## src/sv/sstf_pkg.sv

```systemverilog
// Shared constants, result codes and controller/datapath handshake types
// for the SSTF request scheduler. No dependencies.
package sstf_pkg;

   localparam int TABLE_DEPTH = 16;
   localparam int SECTOR_BITS = 48;
   localparam int IDX_BITS    = (TABLE_DEPTH > 1) ? $clog2(TABLE_DEPTH) : 1;

   typedef logic [SECTOR_BITS-1:0] sector_type;
   typedef logic [IDX_BITS-1:0]    slot_idx_type;
   typedef logic [1:0]             status_type;
   typedef logic                   opcode_type;

   localparam opcode_type OP_INSERT   = 1'b0;
   localparam opcode_type OP_DISPATCH = 1'b1;

   localparam status_type STATUS_INSERTED   = 2'd0;
   localparam status_type STATUS_DISPATCHED = 2'd1;
   localparam status_type STATUS_EMPTY      = 2'd2;
   localparam status_type STATUS_FULL       = 2'd3;

   // Commands from the controller to the datapath.
   typedef struct packed {
      logic insert;      // store the accepted sector in the lowest free slot
      logic scan_start;  // reset the scan index and the running best
      logic scan_issue;  // read one slot and advance the scan index
      logic commit;      // retire the best slot and build the dispatch result
      logic load_out;    // move the pending result into the output register
   } sstf_cmd_type;

   // Status from the datapath to the controller.
   typedef struct packed {
      logic scan_last;   // the slot being read this cycle is the last one
   } sstf_sts_type;

endpackage

```

## src/sv/sstf_ifs.sv

```systemverilog
// Valid/ready channel interfaces for requests and responses.
// Depends on sstf_pkg.
interface sstf_req_if import sstf_pkg::*; ();
   logic       valid;
   logic       ready;
   opcode_type opcode;
   sector_type sector;

   modport source (output valid, output opcode, output sector, input ready);
   modport sink   (input valid, input opcode, input sector, output ready);
endinterface

interface sstf_rsp_if import sstf_pkg::*; ();
   logic       valid;
   logic       ready;
   status_type status;
   sector_type chosen_sector;

   modport source (output valid, output status, output chosen_sector, input ready);
   modport sink   (input valid, input status, input chosen_sector, output ready);
endinterface

```

## src/sv/sstf_request_scheduler_top.sv

```systemverilog
// Shortest-seek-time-first request scheduler: top level.
// Requests enter on req_chan, one result per request leaves on rsp_chan.
// Opcode insert stores the sector in the lowest free slot (status inserted,
// or full when all TABLE_DEPTH slots are taken). Opcode dispatch removes the
// pending sector nearest the last dispatched one (higher sector on a tie),
// returns it in chosen_sector and makes it the new head; status empty when
// nothing is pending. chosen_sector is zero for every status but dispatched.
// The dispatch time is set by the scan, which reads one slot per cycle
// from the single-port slot store through a two-stage distance/compare
// pipeline. One item is in work at a time; req ready rises in the same
// cycle as rsp valid.
// The output register lets the next item be accepted while the previous
// result is still waiting; if the receiver stalls, a finished result waits
// in the block until the output register is taken.
// Synchronous reset empties the table, sets the head to sector zero and
// drops any pending response.
// Depends on sstf_pkg, sstf_ifs, sstf_controller and sstf_datapath.
module sstf_request_scheduler_top import sstf_pkg::*; (
   input logic          clock,
   input logic          reset,
   sstf_req_if.sink     req_chan,
   sstf_rsp_if.source   rsp_chan
);

   sstf_cmd_type cmd;
   sstf_sts_type sts;

   sstf_controller u_ctrl (
      .clock      (clock),
      .reset      (reset),
      .req_valid  (req_chan.valid),
      .req_opcode (req_chan.opcode),
      .req_ready  (req_chan.ready),
      .rsp_valid  (rsp_chan.valid),
      .rsp_ready  (rsp_chan.ready),
      .cmd        (cmd),
      .sts        (sts)
   );

   sstf_datapath u_dp (
      .clock             (clock),
      .reset             (reset),
      .cmd               (cmd),
      .sts               (sts),
      .req_sector        (req_chan.sector),
      .rsp_status        (rsp_chan.status),
      .rsp_chosen_sector (rsp_chan.chosen_sector)
   );

endmodule

```

## src/sv/sstf_datapath.sv

```systemverilog
// Slot table, scan pipeline, head position and result registers.
// Depends on sstf_pkg; driven by sstf_controller through sstf_cmd_type.
module sstf_datapath import sstf_pkg::*; (
   input  logic         clock,
   input  logic         reset,
   input  sstf_cmd_type cmd,
   output sstf_sts_type sts,
   input  sector_type   req_sector,
   output status_type   rsp_status,
   output sector_type   rsp_chosen_sector
);

   sector_type                 slot_mem [TABLE_DEPTH];
   logic [TABLE_DEPTH-1:0]     slot_valid_ff, slot_valid_in;
   sector_type                 head_ff, head_in;

   slot_idx_type               scan_idx_ff, scan_idx_in;

   logic                       s1_vld_ff;
   sector_type                 rd_data_ff;
   slot_idx_type               s1_idx_ff;

   logic                       s2_vld_ff;
   sector_type                 s2_dist_ff, s2_dist_in;
   sector_type                 s2_sec_ff;
   slot_idx_type               s2_idx_ff;

   logic                       best_found_ff, best_found_in;
   sector_type                 best_dist_ff, best_dist_in;
   sector_type                 best_sec_ff, best_sec_in;
   slot_idx_type               best_idx_ff, best_idx_in;

   status_type                 res_status_ff, res_status_in;
   sector_type                 res_sector_ff, res_sector_in;
   status_type                 out_status_ff;
   sector_type                 out_sector_ff;

   logic                       free_any;
   slot_idx_type               free_idx;
   logic [SECTOR_BITS:0]       diff;
   logic                       better;

   // Lowest-numbered free slot.
   always_comb begin
      free_any = 1'b0;
      free_idx = '0;
      for (int i = TABLE_DEPTH - 1; i >= 0; i--) begin
         if (!slot_valid_ff[i]) begin
            free_any = 1'b1;
            free_idx = IDX_BITS'(i);
         end
      end
   end

   // Exact unsigned distance from the head.
   always_comb begin
      diff = {1'b0, rd_data_ff} - {1'b0, head_ff};
      if (diff[SECTOR_BITS]) begin
         s2_dist_in = head_ff - rd_data_ff;
      end else begin
         s2_dist_in = diff[SECTOR_BITS-1:0];
      end
   end

   // Nearer wins; on equal distance the higher sector wins; equal sectors keep the earlier slot.
   assign better = !best_found_ff || (s2_dist_ff < best_dist_ff) ||
                   ((s2_dist_ff == best_dist_ff) && (s2_sec_ff > best_sec_ff));

   always_comb begin
      best_found_in = best_found_ff;
      best_dist_in  = best_dist_ff;
      best_sec_in   = best_sec_ff;
      best_idx_in   = best_idx_ff;
      if (cmd.scan_start) begin
         best_found_in = 1'b0;
      end else if (s2_vld_ff && better) begin
         best_found_in = 1'b1;
         best_dist_in  = s2_dist_ff;
         best_sec_in   = s2_sec_ff;
         best_idx_in   = s2_idx_ff;
      end
   end

   always_comb begin
      scan_idx_in = scan_idx_ff;
      if (cmd.scan_start) begin
         scan_idx_in = '0;
      end else if (cmd.scan_issue) begin
         scan_idx_in = scan_idx_ff + 1'b1;
      end
   end

   always_comb begin
      slot_valid_in = slot_valid_ff;
      head_in       = head_ff;
      res_status_in = res_status_ff;
      res_sector_in = res_sector_ff;
      if (cmd.insert) begin
         res_sector_in = '0;
         if (free_any) begin
            slot_valid_in[free_idx] = 1'b1;
            res_status_in           = STATUS_INSERTED;
         end else begin
            res_status_in = STATUS_FULL;
         end
      end else if (cmd.commit) begin
         if (best_found_ff) begin
            slot_valid_in[best_idx_ff] = 1'b0;
            head_in                    = best_sec_ff;
            res_status_in              = STATUS_DISPATCHED;
            res_sector_in              = best_sec_ff;
         end else begin
            res_status_in = STATUS_EMPTY;
            res_sector_in = '0;
         end
      end
   end

   // Slot store: written on insert, read one slot per cycle during a scan.
   always_ff @(posedge clock) begin
      if (cmd.insert && free_any) begin
         slot_mem[free_idx] <= req_sector;
      end
      rd_data_ff <= slot_mem[scan_idx_ff];
   end

   always_ff @(posedge clock) begin
      if (reset) begin
         slot_valid_ff <= '0;
         head_ff       <= '0;
         scan_idx_ff   <= '0;
         s1_vld_ff     <= 1'b0;
         s2_vld_ff     <= 1'b0;
         best_found_ff <= 1'b0;
      end else begin
         slot_valid_ff <= slot_valid_in;
         head_ff       <= head_in;
         scan_idx_ff   <= scan_idx_in;
         s1_vld_ff     <= cmd.scan_issue && slot_valid_ff[scan_idx_ff];
         s2_vld_ff     <= s1_vld_ff;
         best_found_ff <= best_found_in;
      end
   end

   always_ff @(posedge clock) begin
      s1_idx_ff     <= scan_idx_ff;
      s2_dist_ff    <= s2_dist_in;
      s2_sec_ff     <= rd_data_ff;
      s2_idx_ff     <= s1_idx_ff;
      best_dist_ff  <= best_dist_in;
      best_sec_ff   <= best_sec_in;
      best_idx_ff   <= best_idx_in;
      res_status_ff <= res_status_in;
      res_sector_ff <= res_sector_in;
      if (cmd.load_out) begin
         out_status_ff <= res_status_ff;
         out_sector_ff <= res_sector_ff;
      end
   end

   assign sts.scan_last     = (scan_idx_ff == IDX_BITS'(TABLE_DEPTH - 1));
   assign rsp_status        = out_status_ff;
   assign rsp_chosen_sector = out_sector_ff;

endmodule

```

## src/sv/sstf_controller.sv

```systemverilog
// Sequencer for inserts and dispatch scans, plus the response valid flag.
// Depends on sstf_pkg; commands sstf_datapath.
module sstf_controller import sstf_pkg::*; (
   input  logic         clock,
   input  logic         reset,
   input  logic         req_valid,
   input  opcode_type   req_opcode,
   output logic         req_ready,
   output logic         rsp_valid,
   input  logic         rsp_ready,
   output sstf_cmd_type cmd,
   input  sstf_sts_type sts
);

   localparam logic [2:0] S_IDLE   = 3'd0;
   localparam logic [2:0] S_SCAN   = 3'd1;
   localparam logic [2:0] S_DRAIN1 = 3'd2;
   localparam logic [2:0] S_DRAIN2 = 3'd3;
   localparam logic [2:0] S_COMMIT = 3'd4;
   localparam logic [2:0] S_DONE   = 3'd5;

   logic [2:0] state_ff, state_in;
   logic       rsp_valid_ff, rsp_valid_in;
   logic       req_fire;
   logic       out_free;

   assign req_ready = (state_ff == S_IDLE);
   assign req_fire  = req_valid && req_ready;
   assign out_free  = !rsp_valid_ff || rsp_ready;

   always_comb begin
      state_in = state_ff;
      cmd      = '0;
      case (state_ff)
         S_IDLE: begin
            if (req_fire) begin
               if (req_opcode == OP_DISPATCH) begin
                  cmd.scan_start = 1'b1;
                  state_in       = S_SCAN;
               end else begin
                  cmd.insert = 1'b1;
                  state_in   = S_DONE;
               end
            end
         end
         S_SCAN: begin
            cmd.scan_issue = 1'b1;
            if (sts.scan_last) begin
               state_in = S_DRAIN1;
            end
         end
         S_DRAIN1: state_in = S_DRAIN2;
         S_DRAIN2: state_in = S_COMMIT;
         S_COMMIT: begin
            cmd.commit = 1'b1;
            state_in   = S_DONE;
         end
         S_DONE: begin
            // hold the result until the output register frees up
            if (out_free) begin
               cmd.load_out = 1'b1;
               state_in     = S_IDLE;
            end
         end
         default: state_in = S_IDLE;
      endcase
   end

   always_comb begin
      rsp_valid_in = rsp_valid_ff;
      if (cmd.load_out) begin
         rsp_valid_in = 1'b1;
      end else if (rsp_ready) begin
         rsp_valid_in = 1'b0;
      end
   end

   always_ff @(posedge clock) begin
      if (reset) begin
         state_ff     <= S_IDLE;
         rsp_valid_ff <= 1'b0;
      end else begin
         state_ff     <= state_in;
         rsp_valid_ff <= rsp_valid_in;
      end
   end

   assign rsp_valid = rsp_valid_ff;

   a_dispatch_scans: assert property (@(posedge clock) disable iff (reset)
      (req_fire && req_opcode == OP_DISPATCH) |=> (state_ff == S_SCAN))
      else $error("dispatch did not start a scan");

   a_insert_done: assert property (@(posedge clock) disable iff (reset)
      (req_fire && req_opcode == OP_INSERT) |=> (state_ff == S_DONE))
      else $error("insert did not go straight to result");

   a_no_overwrite: assert property (@(posedge clock) disable iff (reset)
      (rsp_valid_ff && !rsp_ready) |-> !cmd.load_out)
      else $error("stalled response overwritten");

   a_scan_ends: assert property (@(posedge clock) disable iff (reset)
      (state_ff == S_SCAN && sts.scan_last) |=> (state_ff == S_DRAIN1))
      else $error("scan did not end after last slot");

   a_commit_to_done: assert property (@(posedge clock) disable iff (reset)
      (state_ff == S_COMMIT) |=> (state_ff == S_DONE && !req_ready))
      else $error("commit not followed by result stage");

endmodule
```

## src/flat_wrapper.sv

```systemverilog
// flat-port wrapper written by rule: the top's interface ports become plain ports
module sstf_request_scheduler_top_flat import sstf_pkg::*;
  (clock, reset, req_chan_valid, req_chan_opcode, req_chan_sector, req_chan_ready, rsp_chan_valid, rsp_chan_status, rsp_chan_chosen_sector, rsp_chan_ready);
  sstf_req_if req_chan_i ();
  sstf_rsp_if rsp_chan_i ();
  input logic clock;
  input logic reset;
  input wire logic [$bits(req_chan_i.valid)-1:0] req_chan_valid;
  input wire logic [$bits(req_chan_i.opcode)-1:0] req_chan_opcode;
  input wire logic [$bits(req_chan_i.sector)-1:0] req_chan_sector;
  output wire logic [$bits(req_chan_i.ready)-1:0] req_chan_ready;
  output wire logic [$bits(rsp_chan_i.valid)-1:0] rsp_chan_valid;
  output wire logic [$bits(rsp_chan_i.status)-1:0] rsp_chan_status;
  output wire logic [$bits(rsp_chan_i.chosen_sector)-1:0] rsp_chan_chosen_sector;
  input wire logic [$bits(rsp_chan_i.ready)-1:0] rsp_chan_ready;
  assign req_chan_i.valid = req_chan_valid;
  assign req_chan_i.opcode = req_chan_opcode;
  assign req_chan_i.sector = req_chan_sector;
  assign req_chan_ready = req_chan_i.ready;
  assign rsp_chan_valid = rsp_chan_i.valid;
  assign rsp_chan_status = rsp_chan_i.status;
  assign rsp_chan_chosen_sector = rsp_chan_i.chosen_sector;
  assign rsp_chan_i.ready = rsp_chan_ready;
  sstf_request_scheduler_top u_core (.clock(clock), .reset(reset), .req_chan(req_chan_i), .rsp_chan(rsp_chan_i));
endmodule
```

## config.mk

```make
export PLATFORM = sky130hd
export DESIGN_NAME = sstf_request_scheduler_top_flat
export DESIGN_NICKNAME = d
export VERILOG_FILES = /design/src/sv/sstf_pkg.sv /design/src/sv/sstf_ifs.sv /design/src/sv/sstf_request_scheduler_top.sv /design/src/sv/sstf_datapath.sv /design/src/sv/sstf_controller.sv /design/src/flat_wrapper.sv
export SDC_FILE = /design/constraint.sdc
export NUM_CORES = 2
export LEC_CHECK = 0
export BUFFER_PORTS_ARGS = -buffer_cell sky130_fd_sc_hd__clkbuf_2
export CORE_UTILIZATION = 65
export DETAILED_ROUTE_END_ITERATION = 10
export PLACE_DENSITY = 0.82
export SLEW_MARGIN = 5
export SYNTH_ARGS = -nofsm -noshare
export SYNTH_HDL_FRONTEND = slang
export SYNTH_SLANG_ARGS = --single-unit
```

## constraint.sdc

```tcl
create_clock -name clock -period 10.9 [get_ports clock]
set_input_delay 2.18 -clock clock [delete_from_list [all_inputs] [get_ports clock]]
set_output_delay 2.18 -clock clock [all_outputs]
set_load 0.1 [all_outputs]
```

Word level (Yosys, flattened, before mapping)
Memory sizes are Yosys's and may differ from the RTL's. A register that Yosys moved wholly into a read port is not among the register bits.
Cells that the tools add are included.
- register bits: 379
- memory bits (writable): 768
- output and inout bits: 52
- memories kept: 1
- $add $sub $neg: 3
- magnitude comparators: 7
- eq/ne operators: 11
- mux-type cells: 65
- bitwise gates (word level): 5
- reductions and logical operators: 21
- memories (memory ; words ; bits a word ; rd ports ; clocked after Yosys merged registers in ; write ports ; RTL line ; text):
    u_core.u_dp.slot_mem ; 16 ; 48 ; 1 ; 1 ; 1 ; sstf_datapath.sv:13 ; sector_type slot_mem [TABLE_DEPTH];
- operator list (kind ; number):
    $mux 48 ; 2
    $mux 16 ; 4
    $mux 4 ; 16
    $sub 48x48->49 ; 1
    $eq 48x48->1 ; 1
    $gt 48x48->1 ; 1
    $lt 48x48->1 ; 1
    $sub 48x48->48 ; 1
    $mux 1 ; 29
    $pmux 3 s6 ; 1
    $and 16x16->16 ; 1
    $not 16->16 ; 1
    $or 16x16->16 ; 1
    $lt 4x5->1 const B ; 3
    $mux 2 ; 6
    $mux 3 ; 4
    $reduce_and 3->1 ; 3
    $demux 1 s4 ; 2
    $ge 4x1->1 const B ; 2
    $logic_and 1x1->1 ; 7
    $eq 3x2->1 const B ; 2
    $eq 3x3->1 const B ; 2
    $ne 2x1->1 const B ; 3
    $reduce_bool 2->1 ; 3
    11 further kinds ; 15

Logic depth before layout (Yosys ltp)
- word-level depth: 23
- depth in mapped cells: 15
- mapped depth without buffers: 13

Hierarchy
From an unflattened synthesis, not the netlist that was laid out.
- cells, all modules: 3121
- area, all modules: 48830.6 sq um
- modules (own cells, without submodules) (module ; times used ; cells each ; area an instance (sq um) ; sequential area each (sq um)):
    sstf_datapath ; 1 ; 3087 ; 48536.6 ; 33051.7
    sstf_controller ; 1 ; 34 ; 294.0 ; 80.1

Least setup slack after synthesis
No wires, ideal clock.
- kind: register to register
- start point: reg u_core.u_ctrl.state_ff[0]
- end point: mem u_core.u_dp.slot_mem[12][0] (netlist bit) (enable)
- data arrival time: 7307 ps
- data required time: 10387 ps
- slack: 3080 ps
- cell stages (with the launch flop): 7
- path buffers: 1
- cells stage by stage: dfxtp_1 clkbuf_1 nor3_1 nand3b_1 or4_1 nand2b_1 nor3_1
- cells in the longest elaborated chain, start to end: 7
- ends and longest elaborated chain (item ; RTL line ; text):
    start: declaration ; sstf_controller.sv:22 ; logic [2:0] state_ff, state_in;
    start signal: assignment ; sstf_controller.sv:83 ; state_ff <= state_in;
    $logic_not 3->1 (*) ; sstf_controller.sv:27 ; assign req_ready = (state_ff == S_IDLE);
    via req_chan_ready ; flat_wrapper.sv:11 ; output wire logic [$bits(req_chan_i.ready)-1:0] req_chan_ready;
    $logic_and 1x1->1 ; sstf_controller.sv:28 ; assign req_fire = req_valid && req_ready;
    $mux 2 ; sstf_controller.sv:36 ; if (req_fire) begin
    $mux 2 (*) ; sstf_controller.sv:34 ; case (state_ff)
    $logic_and 1x1->1 (*) ; sstf_datapath.sv:121 ; if (cmd.insert && free_any) begin
    $mux 1 (*) ; sstf_datapath.sv:121 ;
    $mux 1 (implied by the code) (*) ; sstf_datapath.sv:122 ; slot_mem[free_idx] <= req_sector;
    end: declaration ; sstf_datapath.sv:13 ;
Mark *: on every way through the listed nets, which the timed path passes. The rest lies on a longest branch.

Final worst setup path
- start point: in req_chan_opcode
- end point: mem u_core.u_dp.slot_mem[1][46] (netlist bit) (enable)
- cells in the longest elaborated chain, start to end: 6
- ends and longest elaborated chain (item ; RTL line ; text):
    start: declaration ; flat_wrapper.sv:9 ; input wire logic [$bits(req_chan_i.opcode)-1:0] req_chan_opcode;
    $mux 1 ; sstf_controller.sv:37 ; if (req_opcode == OP_DISPATCH) begin
    $mux 2 ; sstf_controller.sv:36 ;
    $mux 2 ; sstf_controller.sv:34 ;
    $logic_and 1x1->1 ; sstf_datapath.sv:121 ;
    $mux 1 ; sstf_datapath.sv:121 ;
    $mux 1 (implied by the code) ; sstf_datapath.sv:122 ;
Every way passes these cells.

==> flow_summary_export.csv <==
group,metric,value,unit
outcome,outcome,"finished clean",
critical_path,path_max_fanout,53,
critical_path,r2r_slack,6.31,ns
global_routing,grt_pass1_wl,177000,um
synth,mappedNetlistArea,0.0489,mm^2
critical_path,arrival_time_at_the_worst_endpoint,4.93,ns
synth,ys_ff_latch,1195,
synth,synth.avg_cell_area,15.8,um^2
floorplanning,std_cell_rows,100,
timing,worst_hold_slack,0.322,ns
timing,timing.final.crit_period,4.61,ns
finish,post_route_cells_drive_above_1_share,18.5,%
finish,largest_register_ff_count,768,
finish,synthToLayoutAreaGrowth,10.7,%
global_routing,grt_overflow,0,
synth,synthDominantCellAreaShare,56.5,%
timing,worst_slew_pin_slew,1.10,ns
floorplanning,design.core.area,0.0744,mm^2
synth,netlist.top_cell.by_area,"edfxtp_1",
place,routabilityCongestion,0.931,
critical_path,critical_path_start_end_classification,"primary input to flip-flop",
timing,setup_total_negative_slack,0,ns
floorplanning,chipHeight,276,um
clocking,ctsResizeCount,0,
pwr,cellPowerDensity,186,mW/mm^2
hold_path,min-delay-path-class,"flip-flop to flip-flop",
global_routing,track_usage,31.2,%
detailed_routing,finalWirelength,118000,um
clocking,clock_tree_from_tritoncts,"built",
synth,synth_most_common_cell,"edfxtp_1",
detailed_routing,drt_pre_antenna_iters,6,
critical_path,worstReg2RegStart,"u_core.u_dp.slot_valid_ff[15]",
pwr,irDropWorstVdd,0.149,mV
finish,layout.nets,3457,
synth,largest_cells_by_area_after_synthesis,"edfxtp_1, mux4_2, dfxtp_1",
synth,post_synth_most_frequent_cells,"edfxtp_1, dfxtp_1, mux4_2",
clocking,cts.sinks,1195,
timing,fin_worst_skew,0.0320,ns
global_routing,antenna_found_initial,12,
timing,setup_viol_count_final,0,
global_routing,grt_max_degree,114,
clocking,clock_pin_slew_worst_setup_and_hold_paths,0.06,ns
critical_path,crit-reg2reg-capture,"u_core.u_dp.slot_mem[1][46]",
clocking,cts.path.max_buffers,3,
finish,fin_area,0.0541,mm^2
hold_path,hold_path_startpoint,"u_core.u_dp.s1_idx_ff[3]",
finish,fin_util,72.7,%
critical_path,cp_startpoint_kind,"primary input",
clocking,numCtsBuffers,112,
hold_path,hold_path_depth,0,
timing,timing.slew.headroom,26.8,%
detailed_routing,vias,27934,
detailed_routing,post_drt_via_cell_ratio,6.54,
detailed_routing,post-route-drc-count,0,
detailed_routing,final_antenna_net_count,0,
critical_path,reg2regPathDepth,11,
clocking,clk-insertion-delay-late,0.69,ns
clocking,cts-root-buf,"clkbuf_16",
synth,synthesis.yosys.warnings,0,
place,placed_cell_area,0.0504,mm^2
detailed_routing,routed_wire_length_per_instance,27.7,um
critical_path,worst_setup_path_end_kind,"flip-flop",
timing,timing.fmax,217,MHz
finish,largest-register,"u_core.u_dp.slot_mem",
hold_path,min_delay_worst_endpoint,"u_core.u_dp.s2_idx_ff[3]",
global_routing,first_global_vias,28157,
timing,rsz_0062_raised_after_global_routing,"false",
place,port-buffer-count,104,
run,drv.max_cap_violation_count,0,
synth,async_reset_ff_share,0,%
pwr,cellLeakagePower,19.0,nW
synth,ys_types,82,
place,place.detailed.hpwl,70200,um
floorplanning,die_footprint,0.0763,mm^2
synth,number_of_synthesized_flops_with_an_enable_pin,920,
timing,report.final.slew_viol_count,0,
clocking,post_cts.repair.setup_buffers,0,
clocking,cts_hold_buffers,0,
floorplanning,chipWidth,276,um
pwr,finalPower,10.1,mW
synth,yosysSeqAreaShare,67.8,%
timing,final.period_utilization,42.3,%
floorplanning,initial_utilization,65.7,%
floorplanning,number_of_placed_i_o_pins,105,
clocking,ctsHtreeMaxLevel,3,
detailed_routing,drtIter0Drc,3007,
synth,yosys_most_used_dff,"edfxtp_1",
synth,synthesis.instances,3091,
critical_path,required,11.22,ns
synth,postSynthNetCount,3338,
timing,hold_violations,0,
==> through the flow <==
step	cells	worst slack [ns]
global route	4272	6.03
CTS	4269	6.34
detailed placement	4065	5.67
floorplan	3091	3.08
finish	4274	6.29
global placement	4065	5.75
==> critical path, stage by stage <==
cell	delay [ns]
clkbuf_2	0.09
nand2b_1	0.17
nor4_2	0.16
buf_4	0.60
nand2_1	0.28
nor2_4	0.86
buf_4	0.53
==> routing by layer <==
layer	vias up	part of all wire (%)	global-route usage (%)
li1	12069	-	-
met1	14072	39	42.7
met2	1527	49	51.1
met3	258	8.4	5.07
met4	8	3.4	11.9
met5	-	0.040	0.125
==> cells in the final DEF (no fill, tap or decap), types with 21 or more instances in the layout <==
cell,n
edfxtp_1,920
dfxtp_1,271
mux4_2,245
a21oi_1,235
nand2_1,228
inv_1,217
ha_1,192
clkbuf_16,113
clkbuf_2,104
a21o_1,80
o21ai_0,72
nor2_1,68
nand4_1,38
buf_4,32
nand3_1,28
mux2i_1,26
o21a_1,24
nor3_1,23
xnor2_1,23
xor2_1,22
clkinv_2,21
clkbuf_1,21
==> worst max path at each step <==
stage	end	start	slack, ns	cells after the start
6_report	u_core.u_dp.slot_mem[1][46]	req_chan_opcode	6.29	7
5_1_grt	u_core.u_dp.slot_mem[1][41]	u_core.u_dp.slot_valid_ff[15]	6.03	11
4_1_cts	u_core.u_dp.slot_mem[1][46]	req_chan_opcode	6.34	7
3_5_place_dp	u_core.u_dp.slot_mem[1][42]	req_chan_opcode	5.67	7
3_3_place_gp	u_core.u_dp.slot_mem[1][46]	req_chan_opcode	5.75	7
2_1_floorplan	u_core.u_dp.slot_mem[12][0]	u_core.u_ctrl.state_ff[0]	3.08	6
==> kinds of logic after synthesis <==
group           after synthesis  share of synthesized area [%]
xor+xnor                     45                          0.806
fa+ha+maj                   194                           5.00
compound gates              548                           7.02
flops                      1195                           67.8
buf+inv                     352                           2.89
mux                         271                           11.8
simple gates                486                           4.68
==> final cells by class <==
| class | count | area [um^2] |
|---|---|---|
| antenna | 5 | 12.5 |
| clock buffer | 146 | 3070 |
| clock inverter | 58 | 603 |
| fill | 4421 | 20300 |
| inverter | 220 | 826 |
| multi-input combinational | 1544 | 14400 |
| sequential | 1195 | 33100 |
| tap | 969 | 1210 |
| timing repair buffer | 137 | 781 |
==> power by group <==
| group | total (mW) | internal, mW | switching [mW] |
|---|---|---|---|
| Combinational | 1.01 | 0.417 | 0.592 |
| Sequential | 5.18 | 5.06 | 0.118 |
| Clock | 3.89 | 2.20 | 1.69 |
| Total | 10.1 | 7.68 | 2.40 |
Power figures use the tool's default switching activity.
